--- src/rtl/xcpr_pkg.sv ---
`timescale 1ns / 1ps
// ----------------------------------------------------------------------------
// xcpr_pkg
// Shared constants and types of the framed packet responder.
// ----------------------------------------------------------------------------
package xcpr_pkg;

  localparam int MAX_PAYLOAD = 59;

  localparam logic [7:0] START_BYTE = 8'hAA;

  // configuration port
  localparam int CFG_IDX_W  = 3;
  localparam int CFG_DATA_W = 16;

  localparam logic [CFG_IDX_W-1:0] CFG_TIMEOUT = 3'd0;
  localparam logic [CFG_IDX_W-1:0] CFG_WRITE   = 3'd1;
  localparam logic [CFG_IDX_W-1:0] CFG_READ    = 3'd2;
  localparam logic [CFG_IDX_W-1:0] CFG_ACK     = 3'd3;
  localparam logic [CFG_IDX_W-1:0] CFG_NACK    = 3'd4;

  localparam logic [15:0] TIMEOUT_RST = 16'd50;
  localparam logic [7:0]  WRITE_RST   = 8'd1;
  localparam logic [7:0]  READ_RST    = 8'd2;
  localparam logic [7:0]  ACK_RST     = 8'd3;
  localparam logic [7:0]  NACK_RST    = 8'd4;

  // one reply job handed from the parser to the reply generator
  typedef struct packed {
    logic       nack;  // checksum failure reply
    logic       data;  // reply carries the stored payload
    logic       bank;  // payload buffer bank
    logic [7:0] addr;
    logic [7:0] len;
  } cmd_t;

endpackage

--- src/rtl/xcpr_if.sv ---
`timescale 1ns / 1ps
// ----------------------------------------------------------------------------
// xcpr_in_if / xcpr_out_if
// Valid/ready channels: received bytes and ticks in, reply bytes out.
// ----------------------------------------------------------------------------
interface xcpr_in_if;
  logic       valid;
  logic       ready;
  logic       action;
  logic [7:0] rx_data;

  modport source (output valid, output action, output rx_data, input ready);
  modport sink (input valid, input action, input rx_data, output ready);
endinterface

interface xcpr_out_if;
  logic       valid;
  logic       ready;
  logic [7:0] tx_byte;
  logic       last_of_run;

  modport source (output valid, output tx_byte, output last_of_run, input ready);
  modport sink (input valid, input tx_byte, input last_of_run, output ready);
endinterface

--- src/rtl/xor_checked_packet_responder.sv ---
`timescale 1ns / 1ps
// ----------------------------------------------------------------------------
// xor_checked_packet_responder
// Framed request parser with XOR check and byte-wise reply generator.
//
// rx_in carries one beat per received byte (action 0) or time tick
// (action 1). Packets are 0xAA, opcode, address, length, payload, XOR.
// tx_out carries reply bytes, last_of_run set on the trailing XOR byte.
// Config writes (cfg_we/cfg_index/cfg_data) take effect the next cycle;
// write them only while the block is quiet.
// rx_in accepts one beat per cycle. It holds ready low on a payload or
// checksum beat while the fill bank of the two-bank payload buffer is still
// being replayed, or on a checksum beat while the two-entry job queue is full.
// The first reply byte passes the job queue, the generator state and the output
// register after its checksum beat; header and trailer bytes go out one per
// cycle while tx_out is ready, and each payload byte waits on a registered
// buffer read first.
// When tx_out stalls the pending byte holds and the parser keeps running
// until the buffer or queue backs up.
// Synchronous reset clears parser, queue and output; registers go to their
// defaults (timeout 50, codes 1, 2, 3, 4). No clearing pass is needed.
// ----------------------------------------------------------------------------
module xor_checked_packet_responder #(
  parameter int MAX_PAYLOAD = xcpr_pkg::MAX_PAYLOAD
) (
  input  logic                            clk,
  input  logic                            rst,
  xcpr_in_if.sink                         rx_in,
  xcpr_out_if.source                      tx_out,
  input  logic                            cfg_we,
  input  logic [xcpr_pkg::CFG_IDX_W-1:0]  cfg_index,
  input  logic [xcpr_pkg::CFG_DATA_W-1:0] cfg_data
);

  localparam int AW        = (MAX_PAYLOAD > 1) ? $clog2(MAX_PAYLOAD) : 1;
  localparam int RAM_DEPTH = 2 * (2 ** AW);

  logic [15:0] timeout_ticks;
  logic [7:0]  write_code;
  logic [7:0]  read_code;
  logic [7:0]  ack_code;
  logic [7:0]  nack_code;

  logic           pwr_en;
  logic [AW:0]    pwr_addr;
  logic [7:0]     pwr_data;
  logic           prd_en;
  logic [AW:0]    prd_addr;
  logic [7:0]     prd_data;
  logic           push;
  logic           pop;
  logic           full;
  logic           empty;
  xcpr_pkg::cmd_t push_cmd;
  logic           push_ok;
  xcpr_pkg::cmd_t pop_cmd;
  logic           rel;
  logic           rel_bank;

  always_ff @(posedge clk) begin
    if (rst) begin
      timeout_ticks <= xcpr_pkg::TIMEOUT_RST;
      write_code    <= xcpr_pkg::WRITE_RST;
      read_code     <= xcpr_pkg::READ_RST;
      ack_code      <= xcpr_pkg::ACK_RST;
      nack_code     <= xcpr_pkg::NACK_RST;
    end else if (cfg_we) begin
      case (cfg_index)
        xcpr_pkg::CFG_TIMEOUT: timeout_ticks <= cfg_data;
        xcpr_pkg::CFG_WRITE:   write_code    <= cfg_data[7:0];
        xcpr_pkg::CFG_READ:    read_code     <= cfg_data[7:0];
        xcpr_pkg::CFG_ACK:     ack_code      <= cfg_data[7:0];
        xcpr_pkg::CFG_NACK:    nack_code     <= cfg_data[7:0];
        default: ;
      endcase
    end
  end

  xcpr_front #(
    .MAX_PAYLOAD (MAX_PAYLOAD),
    .AW          (AW)
  ) u_front (
    .clk           (clk),
    .rst           (rst),
    .rx_in         (rx_in),
    .timeout_ticks (timeout_ticks),
    .write_code    (write_code),
    .read_code     (read_code),
    .pwr_en        (pwr_en),
    .pwr_addr      (pwr_addr),
    .pwr_data      (pwr_data),
    .push          (push),
    .push_cmd      (push_cmd),
    .full          (full),
    .rel           (rel),
    .rel_bank      (rel_bank)
  );

  assign push_ok = push && !full;

  xcpr_cmd_fifo u_fifo (
    .clk      (clk),
    .rst      (rst),
    .push     (push_ok),
    .push_cmd (push_cmd),
    .full     (full),
    .pop      (pop),
    .pop_cmd  (pop_cmd),
    .empty    (empty)
  );

  xcpr_ram #(
    .WIDTH (8),
    .DEPTH (RAM_DEPTH)
  ) u_payload (
    .clk   (clk),
    .we    (pwr_en),
    .waddr (pwr_addr),
    .wdata (pwr_data),
    .re    (prd_en),
    .raddr (prd_addr),
    .rdata (prd_data)
  );

  xcpr_back #(
    .MAX_PAYLOAD (MAX_PAYLOAD),
    .AW          (AW)
  ) u_back (
    .clk       (clk),
    .rst       (rst),
    .ack_code  (ack_code),
    .nack_code (nack_code),
    .pop       (pop),
    .pop_cmd   (pop_cmd),
    .empty     (empty),
    .prd_en    (prd_en),
    .prd_addr  (prd_addr),
    .prd_data  (prd_data),
    .rel       (rel),
    .rel_bank  (rel_bank),
    .tx_out    (tx_out)
  );

endmodule

--- src/rtl/xcpr_ram.sv ---
`timescale 1ns / 1ps
// ----------------------------------------------------------------------------
// xcpr_ram
// Generic simple dual-port RAM, one write and one registered read port.
// ----------------------------------------------------------------------------
module xcpr_ram #(
  parameter int WIDTH = 8,
  parameter int DEPTH = 128
) (
  input  logic                     clk,
  input  logic                     we,
  input  logic [$clog2(DEPTH)-1:0] waddr,
  input  logic [WIDTH-1:0]         wdata,
  input  logic                     re,
  input  logic [$clog2(DEPTH)-1:0] raddr,
  output logic [WIDTH-1:0]         rdata
);

  logic [WIDTH-1:0] mem [DEPTH];

  always_ff @(posedge clk) begin
    if (we) begin
      mem[waddr] <= wdata;
    end
    if (re) begin
      rdata <= mem[raddr];
    end
  end

endmodule

--- src/rtl/xcpr_cmd_fifo.sv ---
`timescale 1ns / 1ps
// ----------------------------------------------------------------------------
// xcpr_cmd_fifo
// Two-entry queue of reply jobs between the parser and the reply generator.
// ----------------------------------------------------------------------------
module xcpr_cmd_fifo (
  input  logic           clk,
  input  logic           rst,
  input  logic           push,
  input  xcpr_pkg::cmd_t push_cmd,
  output logic           full,
  input  logic           pop,
  output xcpr_pkg::cmd_t pop_cmd,
  output logic           empty
);

  xcpr_pkg::cmd_t q [2];
  logic       wp;
  logic       rp;
  logic [1:0] cnt;

  assign full    = cnt == 2'd2;
  assign empty   = cnt == 2'd0;
  assign pop_cmd = q[rp];

  always_ff @(posedge clk) begin
    if (push && !full) begin
      q[wp] <= push_cmd;
    end
  end

  always_ff @(posedge clk) begin
    if (rst) begin
      wp  <= 1'b0;
      rp  <= 1'b0;
      cnt <= 2'd0;
    end else begin
      if (push && !full) begin
        wp <= ~wp;
      end
      if (pop && !empty) begin
        rp <= ~rp;
      end
      case ({push && !full, pop && !empty})
        2'b10:   cnt <= cnt + 2'd1;
        2'b01:   cnt <= cnt - 2'd1;
        default: cnt <= cnt;
      endcase
    end
  end

  assert property (@(posedge clk) disable iff (rst) push |-> !full)
    else $error("reply job pushed into a full queue");
  assert property (@(posedge clk) disable iff (rst) pop |-> !empty)
    else $error("reply job popped from an empty queue");
  assert property (@(posedge clk) disable iff (rst)
    (push && !pop && !full) |=> !empty)
    else $error("queue empty after a push");

endmodule

--- src/rtl/xcpr_front.sv ---
`timescale 1ns / 1ps
// ----------------------------------------------------------------------------
// xcpr_front
// Packet parser: frames requests, stores payload, checks XOR, queues replies.
// ----------------------------------------------------------------------------
module xcpr_front #(
  parameter int MAX_PAYLOAD = xcpr_pkg::MAX_PAYLOAD,
  parameter int AW          = (MAX_PAYLOAD > 1) ? $clog2(MAX_PAYLOAD) : 1
) (
  input  logic            clk,
  input  logic            rst,
  xcpr_in_if.sink         rx_in,
  input  logic [15:0]     timeout_ticks,
  input  logic [7:0]      write_code,
  input  logic [7:0]      read_code,
  // payload buffer write port
  output logic            pwr_en,
  output logic [AW:0]     pwr_addr,
  output logic [7:0]      pwr_data,
  // reply queue
  output logic            push,
  output xcpr_pkg::cmd_t  push_cmd,
  input  logic            full,
  // bank released by the reply generator
  input  logic            rel,
  input  logic            rel_bank
);

  localparam logic [2:0] PH_WAIT = 3'd0;
  localparam logic [2:0] PH_OPC  = 3'd1;
  localparam logic [2:0] PH_ADDR = 3'd2;
  localparam logic [2:0] PH_LEN  = 3'd3;
  localparam logic [2:0] PH_DATA = 3'd4;
  localparam logic [2:0] PH_CHK  = 3'd5;

  logic [2:0]  phase;
  logic [7:0]  opc;
  logic [7:0]  addr;
  logic [7:0]  len;
  logic [AW-1:0] count;
  logic [7:0]  chk;
  logic [15:0] idle;
  logic        wbank;
  logic [1:0]  busy;
  logic [1:0]  busy_next;

  logic        stall;
  logic        accept;
  logic        is_byte;
  logic [7:0]  b;
  logic [15:0] idle_inc;
  logic [AW:0] count_inc;
  logic        bad;

  assign b       = rx_in.rx_data;
  assign is_byte = !rx_in.action;

  // hold off while the fill bank is still being replayed or the queue is full
  assign stall = ((phase == PH_DATA || phase == PH_CHK) && busy[wbank]) ||
                 (phase == PH_CHK && full);
  assign rx_in.ready = !stall;
  assign accept      = rx_in.valid && !stall;

  assign idle_inc  = (idle == 16'hFFFF) ? idle : idle + 16'd1;
  assign count_inc = {1'b0, count} + {{AW{1'b0}}, 1'b1};
  assign bad       = b != chk;

  assign pwr_en   = accept && is_byte && phase == PH_DATA;
  assign pwr_addr = {wbank, count};
  assign pwr_data = b;

  assign push = accept && is_byte && phase == PH_CHK &&
                (bad || opc == write_code || opc == read_code);

  always_comb begin
    push_cmd.nack = bad;
    push_cmd.data = !bad && opc == write_code;
    push_cmd.bank = wbank;
    push_cmd.addr = bad ? 8'd0 : addr;
    push_cmd.len  = (!bad && opc == write_code) ? len : 8'd0;
  end

  // release and claim never hit the same bank: a claim waits on a busy bank
  always_comb begin
    busy_next = busy;
    if (rel) begin
      busy_next[rel_bank] = 1'b0;
    end
    if (push && push_cmd.data) begin
      busy_next[wbank] = 1'b1;
    end
  end

  always_ff @(posedge clk) begin
    if (rst) begin
      phase <= PH_WAIT;
      opc   <= 8'd0;
      addr  <= 8'd0;
      len   <= 8'd0;
      count <= '0;
      chk   <= 8'd0;
      idle  <= 16'd0;
      wbank <= 1'b0;
      busy  <= 2'b00;
    end else begin
      busy <= busy_next;
      if (push && push_cmd.data) begin
        wbank <= ~wbank;
      end
      if (accept && !is_byte) begin
        if (phase != PH_WAIT) begin
          idle <= idle_inc;
          if (idle_inc > timeout_ticks) begin
            phase <= PH_WAIT;
            count <= '0;
          end
        end
      end else if (accept) begin
        idle <= 16'd0;
        case (phase)
          PH_OPC: begin
            opc   <= b;
            chk   <= chk ^ b;
            phase <= PH_ADDR;
          end
          PH_ADDR: begin
            addr  <= b;
            chk   <= chk ^ b;
            phase <= PH_LEN;
          end
          PH_LEN: begin
            len   <= b;
            chk   <= chk ^ b;
            count <= '0;
            if (b > 8'(MAX_PAYLOAD)) begin
              phase <= PH_WAIT;
            end else if (b != 8'd0) begin
              phase <= PH_DATA;
            end else begin
              phase <= PH_CHK;
            end
          end
          PH_DATA: begin
            chk   <= chk ^ b;
            count <= count_inc[AW-1:0];
            if (9'(count_inc) >= {1'b0, len}) begin
              phase <= PH_CHK;
            end
          end
          PH_CHK: begin
            phase <= PH_WAIT;
          end
          default: begin
            if (b == xcpr_pkg::START_BYTE) begin
              count <= '0;
              chk   <= 8'd0;
              phase <= PH_OPC;
            end else begin
              phase <= PH_WAIT;
            end
          end
        endcase
      end
    end
  end

  assert property (@(posedge clk) disable iff (rst) pwr_en |-> !busy[wbank])
    else $error("payload written into a bank still being replied");
  assert property (@(posedge clk) disable iff (rst)
    (push && push_cmd.data) |=> busy[~wbank])
    else $error("write reply bank not marked busy");
  assert property (@(posedge clk) disable iff (rst) push |-> !full)
    else $error("reply queued while queue full");

endmodule

--- src/rtl/xcpr_back.sv ---
`timescale 1ns / 1ps
// ----------------------------------------------------------------------------
// xcpr_back
// Reply generator: walks one queued job out byte by byte with XOR trailer.
// ----------------------------------------------------------------------------
module xcpr_back #(
  parameter int MAX_PAYLOAD = xcpr_pkg::MAX_PAYLOAD,
  parameter int AW          = (MAX_PAYLOAD > 1) ? $clog2(MAX_PAYLOAD) : 1
) (
  input  logic           clk,
  input  logic           rst,
  input  logic [7:0]     ack_code,
  input  logic [7:0]     nack_code,
  // reply queue
  output logic           pop,
  input  xcpr_pkg::cmd_t pop_cmd,
  input  logic           empty,
  // payload buffer read port
  output logic           prd_en,
  output logic [AW:0]    prd_addr,
  input  logic [7:0]     prd_data,
  // bank release
  output logic           rel,
  output logic           rel_bank,
  xcpr_out_if.source     tx_out
);

  localparam logic [2:0] B_IDLE = 3'd0;
  localparam logic [2:0] B_HDR  = 3'd1;
  localparam logic [2:0] B_RDA  = 3'd2;
  localparam logic [2:0] B_DAT  = 3'd3;
  localparam logic [2:0] B_SUM  = 3'd4;

  logic [2:0]     state;
  xcpr_pkg::cmd_t cmd;
  logic [1:0]     pos;
  logic [AW-1:0]  k;
  logic [7:0]     sum;
  logic           ovalid;
  logic [7:0]     obyte;
  logic           olast;

  logic           free;
  logic           load;
  logic [7:0]     hdr_byte;
  logic [AW:0]    k_inc;

  assign free  = !ovalid || tx_out.ready;
  assign load  = free && (state == B_HDR || state == B_DAT || state == B_SUM);
  assign k_inc = {1'b0, k} + {{AW{1'b0}}, 1'b1};

  assign pop      = state == B_IDLE && !empty;
  assign prd_en   = state == B_RDA;
  assign prd_addr = {cmd.bank, k};
  assign rel      = state == B_SUM && free && cmd.data;
  assign rel_bank = cmd.bank;

  assign tx_out.valid       = ovalid;
  assign tx_out.tx_byte     = obyte;
  assign tx_out.last_of_run = olast;

  always_comb begin
    case (pos)
      2'd0:    hdr_byte = xcpr_pkg::START_BYTE;
      2'd1:    hdr_byte = cmd.nack ? nack_code : ack_code;
      2'd2:    hdr_byte = cmd.addr;
      default: hdr_byte = cmd.len;
    endcase
  end

  always_ff @(posedge clk) begin
    if (pop) begin
      cmd <= pop_cmd;
    end
    if (state == B_HDR && free) begin
      obyte <= hdr_byte;
    end else if (state == B_DAT && free) begin
      obyte <= prd_data;
    end else if (state == B_SUM && free) begin
      obyte <= sum;
    end
  end

  always_ff @(posedge clk) begin
    if (rst) begin
      state  <= B_IDLE;
      pos    <= 2'd0;
      k      <= '0;
      sum    <= 8'd0;
      ovalid <= 1'b0;
      olast  <= 1'b0;
    end else begin
      if (load) begin
        ovalid <= 1'b1;
      end else if (tx_out.ready) begin
        ovalid <= 1'b0;
      end
      case (state)
        B_IDLE: begin
          if (!empty) begin
            pos   <= 2'd0;
            sum   <= 8'd0;
            state <= B_HDR;
          end
        end
        B_HDR: begin
          if (free) begin
            olast  <= 1'b0;
            pos    <= pos + 2'd1;
            if (pos != 2'd0) begin
              sum <= sum ^ hdr_byte;
            end
            if (pos == 2'd3) begin
              k <= '0;
              if (cmd.data && cmd.len != 8'd0) begin
                state <= B_RDA;
              end else begin
                state <= B_SUM;
              end
            end
          end
        end
        B_RDA: begin
          state <= B_DAT;
        end
        B_DAT: begin
          if (free) begin
            olast  <= 1'b0;
            sum    <= sum ^ prd_data;
            k      <= k_inc[AW-1:0];
            if (9'(k_inc) == {1'b0, cmd.len}) begin
              state <= B_SUM;
            end else begin
              state <= B_RDA;
            end
          end
        end
        B_SUM: begin
          if (free) begin
            olast  <= 1'b1;
            state  <= B_IDLE;
          end
        end
        default: begin
          state <= B_IDLE;
        end
      endcase
    end
  end

  assert property (@(posedge clk) disable iff (rst)
    state == B_DAT |-> $past(state) == B_RDA || $past(state) == B_DAT)
    else $error("payload byte taken without a read issued");
  assert property (@(posedge clk) disable iff (rst)
    (state == B_SUM && free) |=> ovalid && olast)
    else $error("checksum byte not marked last");
  assert property (@(posedge clk) disable iff (rst) rel |-> cmd.data)
    else $error("bank released by a reply without payload");

endmodule
--- src/flat_wrapper.sv ---
// flat-port wrapper written by rule: the top's interface ports become plain ports
module xor_checked_packet_responder_flat 
#(
  parameter int MAX_PAYLOAD = xcpr_pkg::MAX_PAYLOAD
)
  (clk, rst, cfg_we, cfg_index, cfg_data, rx_in_valid, rx_in_action, rx_in_rx_data, rx_in_ready, tx_out_valid, tx_out_tx_byte, tx_out_last_of_run, tx_out_ready);
  xcpr_in_if rx_in_i ();
  xcpr_out_if tx_out_i ();
  input  logic clk;
  input  logic rst;
  input  logic cfg_we;
  input  logic [xcpr_pkg::CFG_IDX_W-1:0] cfg_index;
  input  logic [xcpr_pkg::CFG_DATA_W-1:0] cfg_data;
  input wire logic [$bits(rx_in_i.valid)-1:0] rx_in_valid;
  input wire logic [$bits(rx_in_i.action)-1:0] rx_in_action;
  input wire logic [$bits(rx_in_i.rx_data)-1:0] rx_in_rx_data;
  output wire logic [$bits(rx_in_i.ready)-1:0] rx_in_ready;
  output wire logic [$bits(tx_out_i.valid)-1:0] tx_out_valid;
  output wire logic [$bits(tx_out_i.tx_byte)-1:0] tx_out_tx_byte;
  output wire logic [$bits(tx_out_i.last_of_run)-1:0] tx_out_last_of_run;
  input wire logic [$bits(tx_out_i.ready)-1:0] tx_out_ready;
  assign rx_in_i.valid = rx_in_valid;
  assign rx_in_i.action = rx_in_action;
  assign rx_in_i.rx_data = rx_in_rx_data;
  assign rx_in_ready = rx_in_i.ready;
  assign tx_out_valid = tx_out_i.valid;
  assign tx_out_tx_byte = tx_out_i.tx_byte;
  assign tx_out_last_of_run = tx_out_i.last_of_run;
  assign tx_out_i.ready = tx_out_ready;
  xor_checked_packet_responder #(.MAX_PAYLOAD(MAX_PAYLOAD)) u_core (.clk(clk), .rst(rst), .rx_in(rx_in_i), .tx_out(tx_out_i), .cfg_we(cfg_we), .cfg_index(cfg_index), .cfg_data(cfg_data));
endmodule
--- config.mk ---
export PLATFORM = sky130hd
export DESIGN_NAME = xor_checked_packet_responder_flat
export DESIGN_NICKNAME = d
export VERILOG_FILES = /design/src/rtl/xcpr_pkg.sv /design/src/rtl/xcpr_if.sv /design/src/rtl/xor_checked_packet_responder.sv /design/src/rtl/xcpr_ram.sv /design/src/rtl/xcpr_cmd_fifo.sv /design/src/rtl/xcpr_front.sv /design/src/rtl/xcpr_back.sv /design/src/flat_wrapper.sv
export SDC_FILE = /design/constraint.sdc
export NUM_CORES = 1
export LEC_CHECK = 0
export ABC_AREA = 1
export BUFFER_PORTS_ARGS = -buffer_cell sky130_fd_sc_hd__buf_2
export CAP_MARGIN = 40
export CELL_PAD_IN_SITES_DETAIL_PLACEMENT = 0
export CELL_PAD_IN_SITES_GLOBAL_PLACEMENT = 2
export CORE_ASPECT_RATIO = 0.9
export CORE_MARGIN = 10
export CORE_UTILIZATION = 32
export CTS_CLUSTER_SIZE = 14
export DETAILED_ROUTE_END_ITERATION = 6
export PLACE_DENSITY_LB_ADDON = 0.1
export SYNTH_ARGS = -nofsm -noshare
export SYNTH_HDL_FRONTEND = slang
export SYNTH_HIERARCHICAL = 1
export SYNTH_SLANG_ARGS = --single-unit
--- constraint.sdc ---
create_clock -name clk -period 3.9 [get_ports clk]
set_input_delay 0.39 -clock clk [delete_from_list [all_inputs] [get_ports clk]]
set_output_delay 0.39 -clock clk [all_outputs]
set_load 0.02 [all_outputs]
### After elaboration in Yosys (flattened, before gate mapping)

Memory sizes are Yosys's and may differ from the RTL's. A register that Yosys moved wholly into a read port is not among the register bits.
Index checks and enable logic that the tools add are counted.

* $add $sub $neg: 6
* magnitude comparators: 7
* equality and inequality tests: 36
* mux-type cells: 66
* bitwise logic cells: 11
* reduce and logical (&&, ||, !) cells: 73

Operators by type and width (number)
* 8-bit two-way mux: 11
* 16-bit two-way mux: 4
* 6-bit two-way mux: 8
* 8-bit one-hot mux with 3 select lines: 2
* 3-bit two-way mux: 13
* 3-bit one-hot mux with 5 select lines: 2
* 8-bit bitwise XOR: 3
* 1-bit logical AND: 22
* 3-bit by 2-bit equality test with 1-bit output, second input constant: 6
* 6-bit one-hot mux with 3 select lines: 1
* 16-bit by 1-bit adder with 16-bit output, second input constant: 1
* 16-bit equality test, second input constant: 1
* 8-bit equality test: 2
* 16-bit > comparator: 1
* 8-bit one-hot mux with 2 select lines: 1
* 2-bit nonzero test: 8
* 8-bit nonzero test: 2
* 3-bit AND reduction: 5
* 5-bit AND reduction: 3
* 6-bit by 1-bit adder with 7-bit output, second input constant: 2
* 1-bit two-way mux: 14
* 3-bit equality test, second input constant: 4
* 2-bit by 1-bit != test with 1-bit output, second input constant: 6
* 6-bit one-hot mux with 2 select lines: 1
* other kinds (33): 76

* bits in registers: 141
* memory bits (writable): 1062
* input bits: 33
* output and inout bits: 11
* word-level logic and storage cells: 225
* memories kept: 2

Memories
* u_core.u_payload.mem: depth 128, width 8, read ports 1, clocked after memory_dff 1, wr ports 1, line xcpr_ram.sv:19 `logic [WIDTH-1:0] mem [DEPTH];`
* u_core.u_fifo.q: depth 2, width 19, read ports 1, clocked after memory_dff 1, wr ports 1, line xcpr_cmd_fifo.sv:17 `xcpr_pkg::cmd_t q [2];`

### Depth between registers and ports, before layout

* depth in word-level cells: 13
* mapped depth: 22

### Cells and area by module

The synthesis kept the hierarchy.

By module, submodules not included
* xcpr_ram: instances 1, cells an instance 3575, area an instance 42184.2 µm²
* xcpr_front: instances 1, cells an instance 596, area an instance 4121.5 µm²
* xcpr_back: instances 1, cells an instance 335, area an instance 2600.0 µm²
* xor_checked_packet_responder: instances 1, cells an instance 287, area an instance 1960.6 µm²
* xcpr_cmd_fifo: instances 1, cells an instance 99, area an instance 1669.1 µm²

### Worst setup path before layout

OpenSTA, ideal clock, no wires.

* path type: reg-to-reg
* start point: register u_core.u_front.phase[1]
* end point: memory u_core/u_fifo/q[0][0] (netlist name), enable pin
* arrival: 2547 ps
* setup slack: 959 ps
* cell stages (with the launch flop): 17
* path buffers: 0
* cell sequence: dfxtp_1 -> inv_1 -> ha_1 -> nand3_1 -> nand2_1 -> inv_2 -> nand2_2 -> nor2_4 -> nand2_1 -> o21bai_1 -> inv_1 -> inv_1 -> nor2_1 -> inv_1 -> nor2_1 -> inv_1 -> nor2_1

* longest elaborated chain between the ends: 13
* elaborated cells between the ends (all ways): 15

Ends and longest elaborated chain
* start: declaration: line xcpr_front.sv:36 `logic [2:0] phase;`
* start signal: assignment: line xcpr_front.sv:96 `phase <= PH_WAIT;`
* start signal: assignment: line xcpr_front.sv:114 `phase <= PH_WAIT;`
* start signal: assignment: line xcpr_front.sv:124 `phase <= PH_ADDR;`
* 3-bit equality test (on tied branches): line xcpr_front.sv:59, xcpr_front.sv:60
* 1-bit logical OR: line xcpr_front.sv:59 `assign stall = ((phase == PH_DATA || phase == PH_CHK) && busy[wbank]) ||`
* 1-bit logical AND: line xcpr_front.sv:59
* 1-bit logical OR (*): line xcpr_front.sv:59
* 1-bit logical NOT (*)
* net rx_in_ready: line flat_wrapper.sv:17 `output wire logic [$bits(rx_in_i.ready)-1:0] rx_in_ready;`
* 1-bit logical AND (*): line xcpr_front.sv:62 `assign accept = rx_in.valid && !stall;`
* 1-bit logical AND (*) (3 in series): line xcpr_front.sv:72 `assign push = accept && is_byte && phase == PH_CHK &&`
* net u_core.push: line xor_checked_packet_responder.sv:50 `logic push;`
* 1-bit logical AND (*): line xor_checked_packet_responder.sv:99 `assign push_ok = push && !full;`
* net u_core.push_ok: line xor_checked_packet_responder.sv:55 `logic push_ok;`
* 1-bit logical AND (*): line xcpr_cmd_fifo.sv:27 `if (push && !full) begin`
* 1-bit two-way mux (*): line xcpr_cmd_fifo.sv:27
* 1-bit two-way mux (implied by the code) (*): line xcpr_cmd_fifo.sv:28 `q[wp] <= push_cmd;`
* end: declaration: line xcpr_cmd_fifo.sv:17

Mark *: on every way through the listed nets, which the timed path passes. The rest lies on a longest branch.

### Final worst setup path

* start point: register u_core.u_front.idle[0]
* end point: register u_core.u_front.count[2]

* longest elaborated chain between the ends: 5
* elaborated cells between the ends (all ways): 6

Ends and longest elaborated chain
* start: declaration: line xcpr_front.sv:42 `logic [15:0] idle;`
* start signal: assignment: line xcpr_front.sv:112 `idle <= idle_inc;`
* 16-bit by 1-bit adder with 16-bit output / 16-bit equality test (equally long branches): line xcpr_front.sv:64 `assign idle_inc = (idle == 16'hFFFF) ? idle : idle + 16'd1;`
* 16-bit two-way mux (*): line xcpr_front.sv:64
* 16-bit > comparator (*): line xcpr_front.sv:113 `if (idle_inc > timeout_ticks) begin`
* 2-bit by 1-bit != test with 1-bit output (no line) (*)
* 5-bit AND reduction (no line) (*)
* end signal: assignment: line xcpr_front.sv:145 `count <= count_inc[AW-1:0];`
* end: declaration: line xcpr_front.sv:40 `logic [AW-1:0] count;`

Mark *: on every way between the ends. The rest lies on a longest branch, timed or not.
A chain may end at the register's enable or synchronous reset.

==> flow_metrics.py <==
metrics = {
    "cells_and_area": {
        "layoutNonFillerInstCount": 7189,
        "fillCellCount": 16200,
        "layout.nets": 5013,
        "most-common-layout-cells": "sky130_fd_sc_hd__nand2_1 (1474), sky130_fd_sc_hd__edfxtp_1 (1097), sky130_fd_sc_hd__nand3_1 (1036), sky130_fd_sc_hd__nor2_1 (307), sky130_fd_sc_hd__inv_1 (182)",
        "layout.cells.most_common": "sky130_fd_sc_hd__nand2_1",
        "final_design_instance_area_without_fill_um2": 59800,
        "area_growth_from_synthesis_to_layout_pct": 13.7,
        "post_route_cells_drive_above_1_share_pct": 8.88,
    },
    "timing": {
        "worst_rel_slew_slack_pct": 38.1,
        "finalCritPeriodShare_pct": 86.1,
        "max_freq_ghz": 0.298,
        "worst_hold_slack_ps": 57.8,
        "tightest_pin_transition_ps": 924,
        "final-max-slew-violation-count": 0,
        "timing.setup.tns_ps": 0,
        "finalSetupViolations": 0,
        "fin_worst_skew_ps": 23.9,
        "fin_crit_ps": 3360,
        "finalHoldViolations": 0,
        "setup_repair_after_global_routing_missed_its_margin": "no",
    },
    "drt": {
        "via_per_inst": 4.87,
        "route.detailed.drc": 0,
        "detailedRoute.firstIterationViolations": 2502,
        "wl_per_cell_um": 22.5,
        "dr_total_vias": 35000,
        "drtAntennaViolNets": 0,
        "drt_pre_antenna_iters": 7,
        "routed_wirelength_um": 162000,
    },
    "clock_tree": {
        "path_clk_slew_ps": 60,
        "cts.path.max_buffers": 3,
        "tritoncts": "done",
        "h-tree-depth": 4,
        "cts_root_cell": "sky130_fd_sc_hd__clkbuf_16",
        "cts-buffers-inserted": 142,
        "post_cts_resize_count": 0,
        "clock_sinks": 1231,
        "clk-insertion-delay-late_ps": 770,
    },
    "floorplan": {
        "design.portCount": 44,
        "initial_core_util_pct": 32.3,
        "core.rowCount": 140,
        "die-area_um2": 181000,
        "die_w_um": 447,
        "die-height_um": 404,
        "placeableCoreArea_um2": 163000,
    },
    "synthesis": {
        "post_synth_num_cell_types": 54,
        "sequential_fraction_of_the_synthesis_area_pct": 67.8,
        "ys_ff_latch": 1231,
        "synthFlopType": "sky130_fd_sc_hd__edfxtp_1",
        "syn-mean-instance-area_um2": 10.7,
        "syn_area_um2": 52500,
        "post_syn_nets": 4957,
        "number_of_flops_mapped_to_enable_cells_by_yosys": 1097,
        "synth.yosys.warnings": 6,
        "ys_async_sr_fraction_pct": 0,
        "synthesis.instances": 4892,
    },
    "worst_setup_path": {
        "r2r_setup_slack_ps": 540,
        "timing.setup.critical_path_class": "register to register",
        "critical_path.max_fanout": 9,
        "setup.worst_path.start_class": "register",
        "r2r-end": "u_core/u_front/count[2]",
        "reg2reg_depth": 17,
        "critical_path_end_type": "register",
        "timing.critical_path.arrival_ps": 3970,
        "required_ps": 4520,
        "critical_path.reg2reg.startpoint": "u_core/u_front/idle[0]",
    },
    "power": {
        "power_frac_clock_pct": 46.1,
        "power.leakage_nw": 21.2,
        "power_frac_seq_pct": 52.2,
        "netSwitchingPower_w": 0.00577,
        "power_density_nw_per_um2": 460,
        "power.internal_w": 0.0217,
        "sw_share_pct": 21.0,
        "power_frac_comb_pct": 1.7,
        "peakVddDrop_mv": 0.360,
        "report.power.total_w": 0.0275,
    },
    "global_routing": {
        "grt_remaining_overflow": 0,
        "grt_first_pass_wirelength_um": 238000,
        "globalRouteTotalUtil_pct": 17.6,
        "grt_max_degree": 135,
        "grt_pass1_vias": 34500,
        "antenna_found_initial": 2,
    },
    "flow_run": {
        "max-cap-violations": 0,
    },
    "place": {
        "port-buffer-count": 43,
        "place_hpwl_um": 95200,
        "placement.cell_area_um2": 55200,
        "dp_cells": 6911,
        "gp_congestion": 0.748,
    },
    "worst_hold_path": {
        "hold-path-cell-count": 1,
        "min_path_type": "primary input to register",
        "min_from": "rx_in_rx_data[2]",
        "min_delay_worst_endpoint": "u_core/u_payload/mem[69][2]",
    },
    "run_status": {
        "status": "complete, no violations",
    },
}
## flip-flops by register name, indices dropped and copies added (netlist names), 3 cells and up, named ones only
| register | flops |
|---|---|
| u_core/u_front/addr | 8 |
| u_core/write_code | 8 |
| u_core/u_back/cmd | 18 |
| u_core/timeout_ticks | 16 |
| u_core/ack_code | 8 |
| u_core/u_front/len | 8 |
| u_core/u_front/idle | 16 |
| u_core/u_front/opc | 8 |
| u_core/u_back/state | 3 |
| u_core/u_fifo/q | 38 |
| u_core/u_front/count | 6 |
| u_core/u_back/k | 6 |
| u_core/read_code | 8 |
| u_core/u_front/phase | 3 |
| u_core/nack_code | 8 |
| u_core/u_back/sum | 8 |
| u_core/u_back/tx_out.tx_byte | 8 |
| u_core/u_payload/mem | 1024 |
| u_core/u_payload/rdata | 8 |
| u_core/u_front/chk | 8 |
## per-stage QoR
stage               utilization [%]  worst slack, ps
finish                         36.8              542
global route                   36.8              152
CTS                            36.8              541
detailed placement             33.9              574
global placement               33.8              523
floorplan                         -              959
## power by group through the flow
stage / combinational [W] / clock, W / sequential [W]
after floorplan: 0.000216 / 0 / 0.0146
after global placement: 0.000456 / 0 / 0.0146
after detailed placement: 0.000460 / 0 / 0.0146
after CTS: 0.000478 / 0.0131 / 0.0144
after global routing: 0.000511 / 0.0136 / 0.0143
final: 0.000457 / 0.0127 / 0.0144
## timing repair
item / 4_1_cts / 5_1_grt
buffers inserted: 0 / 0
hold buffers: 22 / 0
endpoints found under the hold margin: 68 / 0
## worst max path at each step
stage	startpoint	end	slack, ps	depth (start not counted)
after global placement	u_core/u_front/idle[0]	u_core/u_front/count[1]	520	17
final	u_core/u_front/idle[0]	u_core/u_front/count[2]	540	17
after floorplan	u_core/u_front/phase[1]	u_core/u_fifo/q[0][0]	960	16
after detailed placement	u_core/u_front/idle[0]	u_core/u_front/count[2]	570	17
after global routing	u_core/u_front/idle[0]	u_core/u_front/count[3]	150	17
after CTS	u_core/u_front/idle[0]	u_core/u_front/count[5]	540	17
## layout make-up
cell class	instances	area [um^2]	share of cell area (%)
clock inverter	74	607	1.02
tap	2130	2670	4.46
sequential	1231	35600	59.6
inverter	198	772	1.29
timing repair buffer	188	1790	2.99
multi-input combinational	3187	14500	24.3
antenna	2	5.00	0.00838
clock buffer	179	3750	6.28
## synthesized netlist by cell type (15+ instances only)
| cell type | instances | share of area [%] |
|---|---|---|
| sky130_fd_sc_hd__dfxtp_1 | 134 | 5.1 |
| sky130_fd_sc_hd__buf_2 | 134 | 1.3 |
| sky130_fd_sc_hd__nand4_1 | 15 | 0.18 |
| sky130_fd_sc_hd__nor2_1 | 308 | 2.2 |
| sky130_fd_sc_hd__a21oi_1 | 99 | 0.94 |
| sky130_fd_sc_hd__buf_6 | 28 | 0.60 |
| sky130_fd_sc_hd__clkbuf_1 | 44 | 0.31 |
| sky130_fd_sc_hd__ha_1 | 32 | 0.76 |
| sky130_fd_sc_hd__nand2_1 | 1474 | 11 |
| sky130_fd_sc_hd__buf_1 | 15 | 0.11 |
| sky130_fd_sc_hd__buf_4 | 54 | 0.77 |
| sky130_fd_sc_hd__o21ai_0 | 64 | 0.61 |
| sky130_fd_sc_hd__xnor2_1 | 20 | 0.33 |
| sky130_fd_sc_hd__nand3_1 | 1036 | 9.9 |
| sky130_fd_sc_hd__inv_1 | 183 | 1.3 |
| sky130_fd_sc_hd__edfxtp_1 | 1097 | 63 |
## kinds of logic (layout without fill, tap and decap cells)
family	Yosys count	in the layout	synth area share, %
compound gates	199	199	2.06
xor+xnor	34	34	0.567
fa+ha+maj	32	32	0.762
buf+inv	474	639	4.54
flops	1231	1231	67.8
mux	19	19	0.479
other cells	0	2	0
simple gates	2903	2903	23.8
## critical path, cell delays in order (launching register included)
cell	delay, ps
sky130_fd_sc_hd__dfxtp_1	400
sky130_fd_sc_hd__ha_1	230
sky130_fd_sc_hd__nand3_2	120
sky130_fd_sc_hd__nor2_2	130
sky130_fd_sc_hd__and2_2	200
sky130_fd_sc_hd__nand4_1	270
sky130_fd_sc_hd__nand3b_1	180
sky130_fd_sc_hd__nand2_1	90
sky130_fd_sc_hd__ha_1	310
sky130_fd_sc_hd__nand4_1	100
sky130_fd_sc_hd__nor3_1	300
sky130_fd_sc_hd__nand2_1	90
sky130_fd_sc_hd__nand2_1	70
sky130_fd_sc_hd__nand2_1	60
sky130_fd_sc_hd__nand2_1	290
sky130_fd_sc_hd__nand2_1	200
sky130_fd_sc_hd__nand2_1	100
sky130_fd_sc_hd__a21oi_1	60
## routing by layer
| layer | GRT usage, % | routed length, um | vias to the layer above |
|---|---|---|---|
| met3 | 2.86 | 6250 | 177 |
| met2 | 27.5 | 73200 | 579 |
| li1 | - | - | 17000 |
| met5 | 0 | 0 | - |
| met4 | 4.14 | 2960 | 0 |
| met1 | 25.6 | 79300 | 17300 |
No activity file was read; power rests on OpenSTA's default activity.
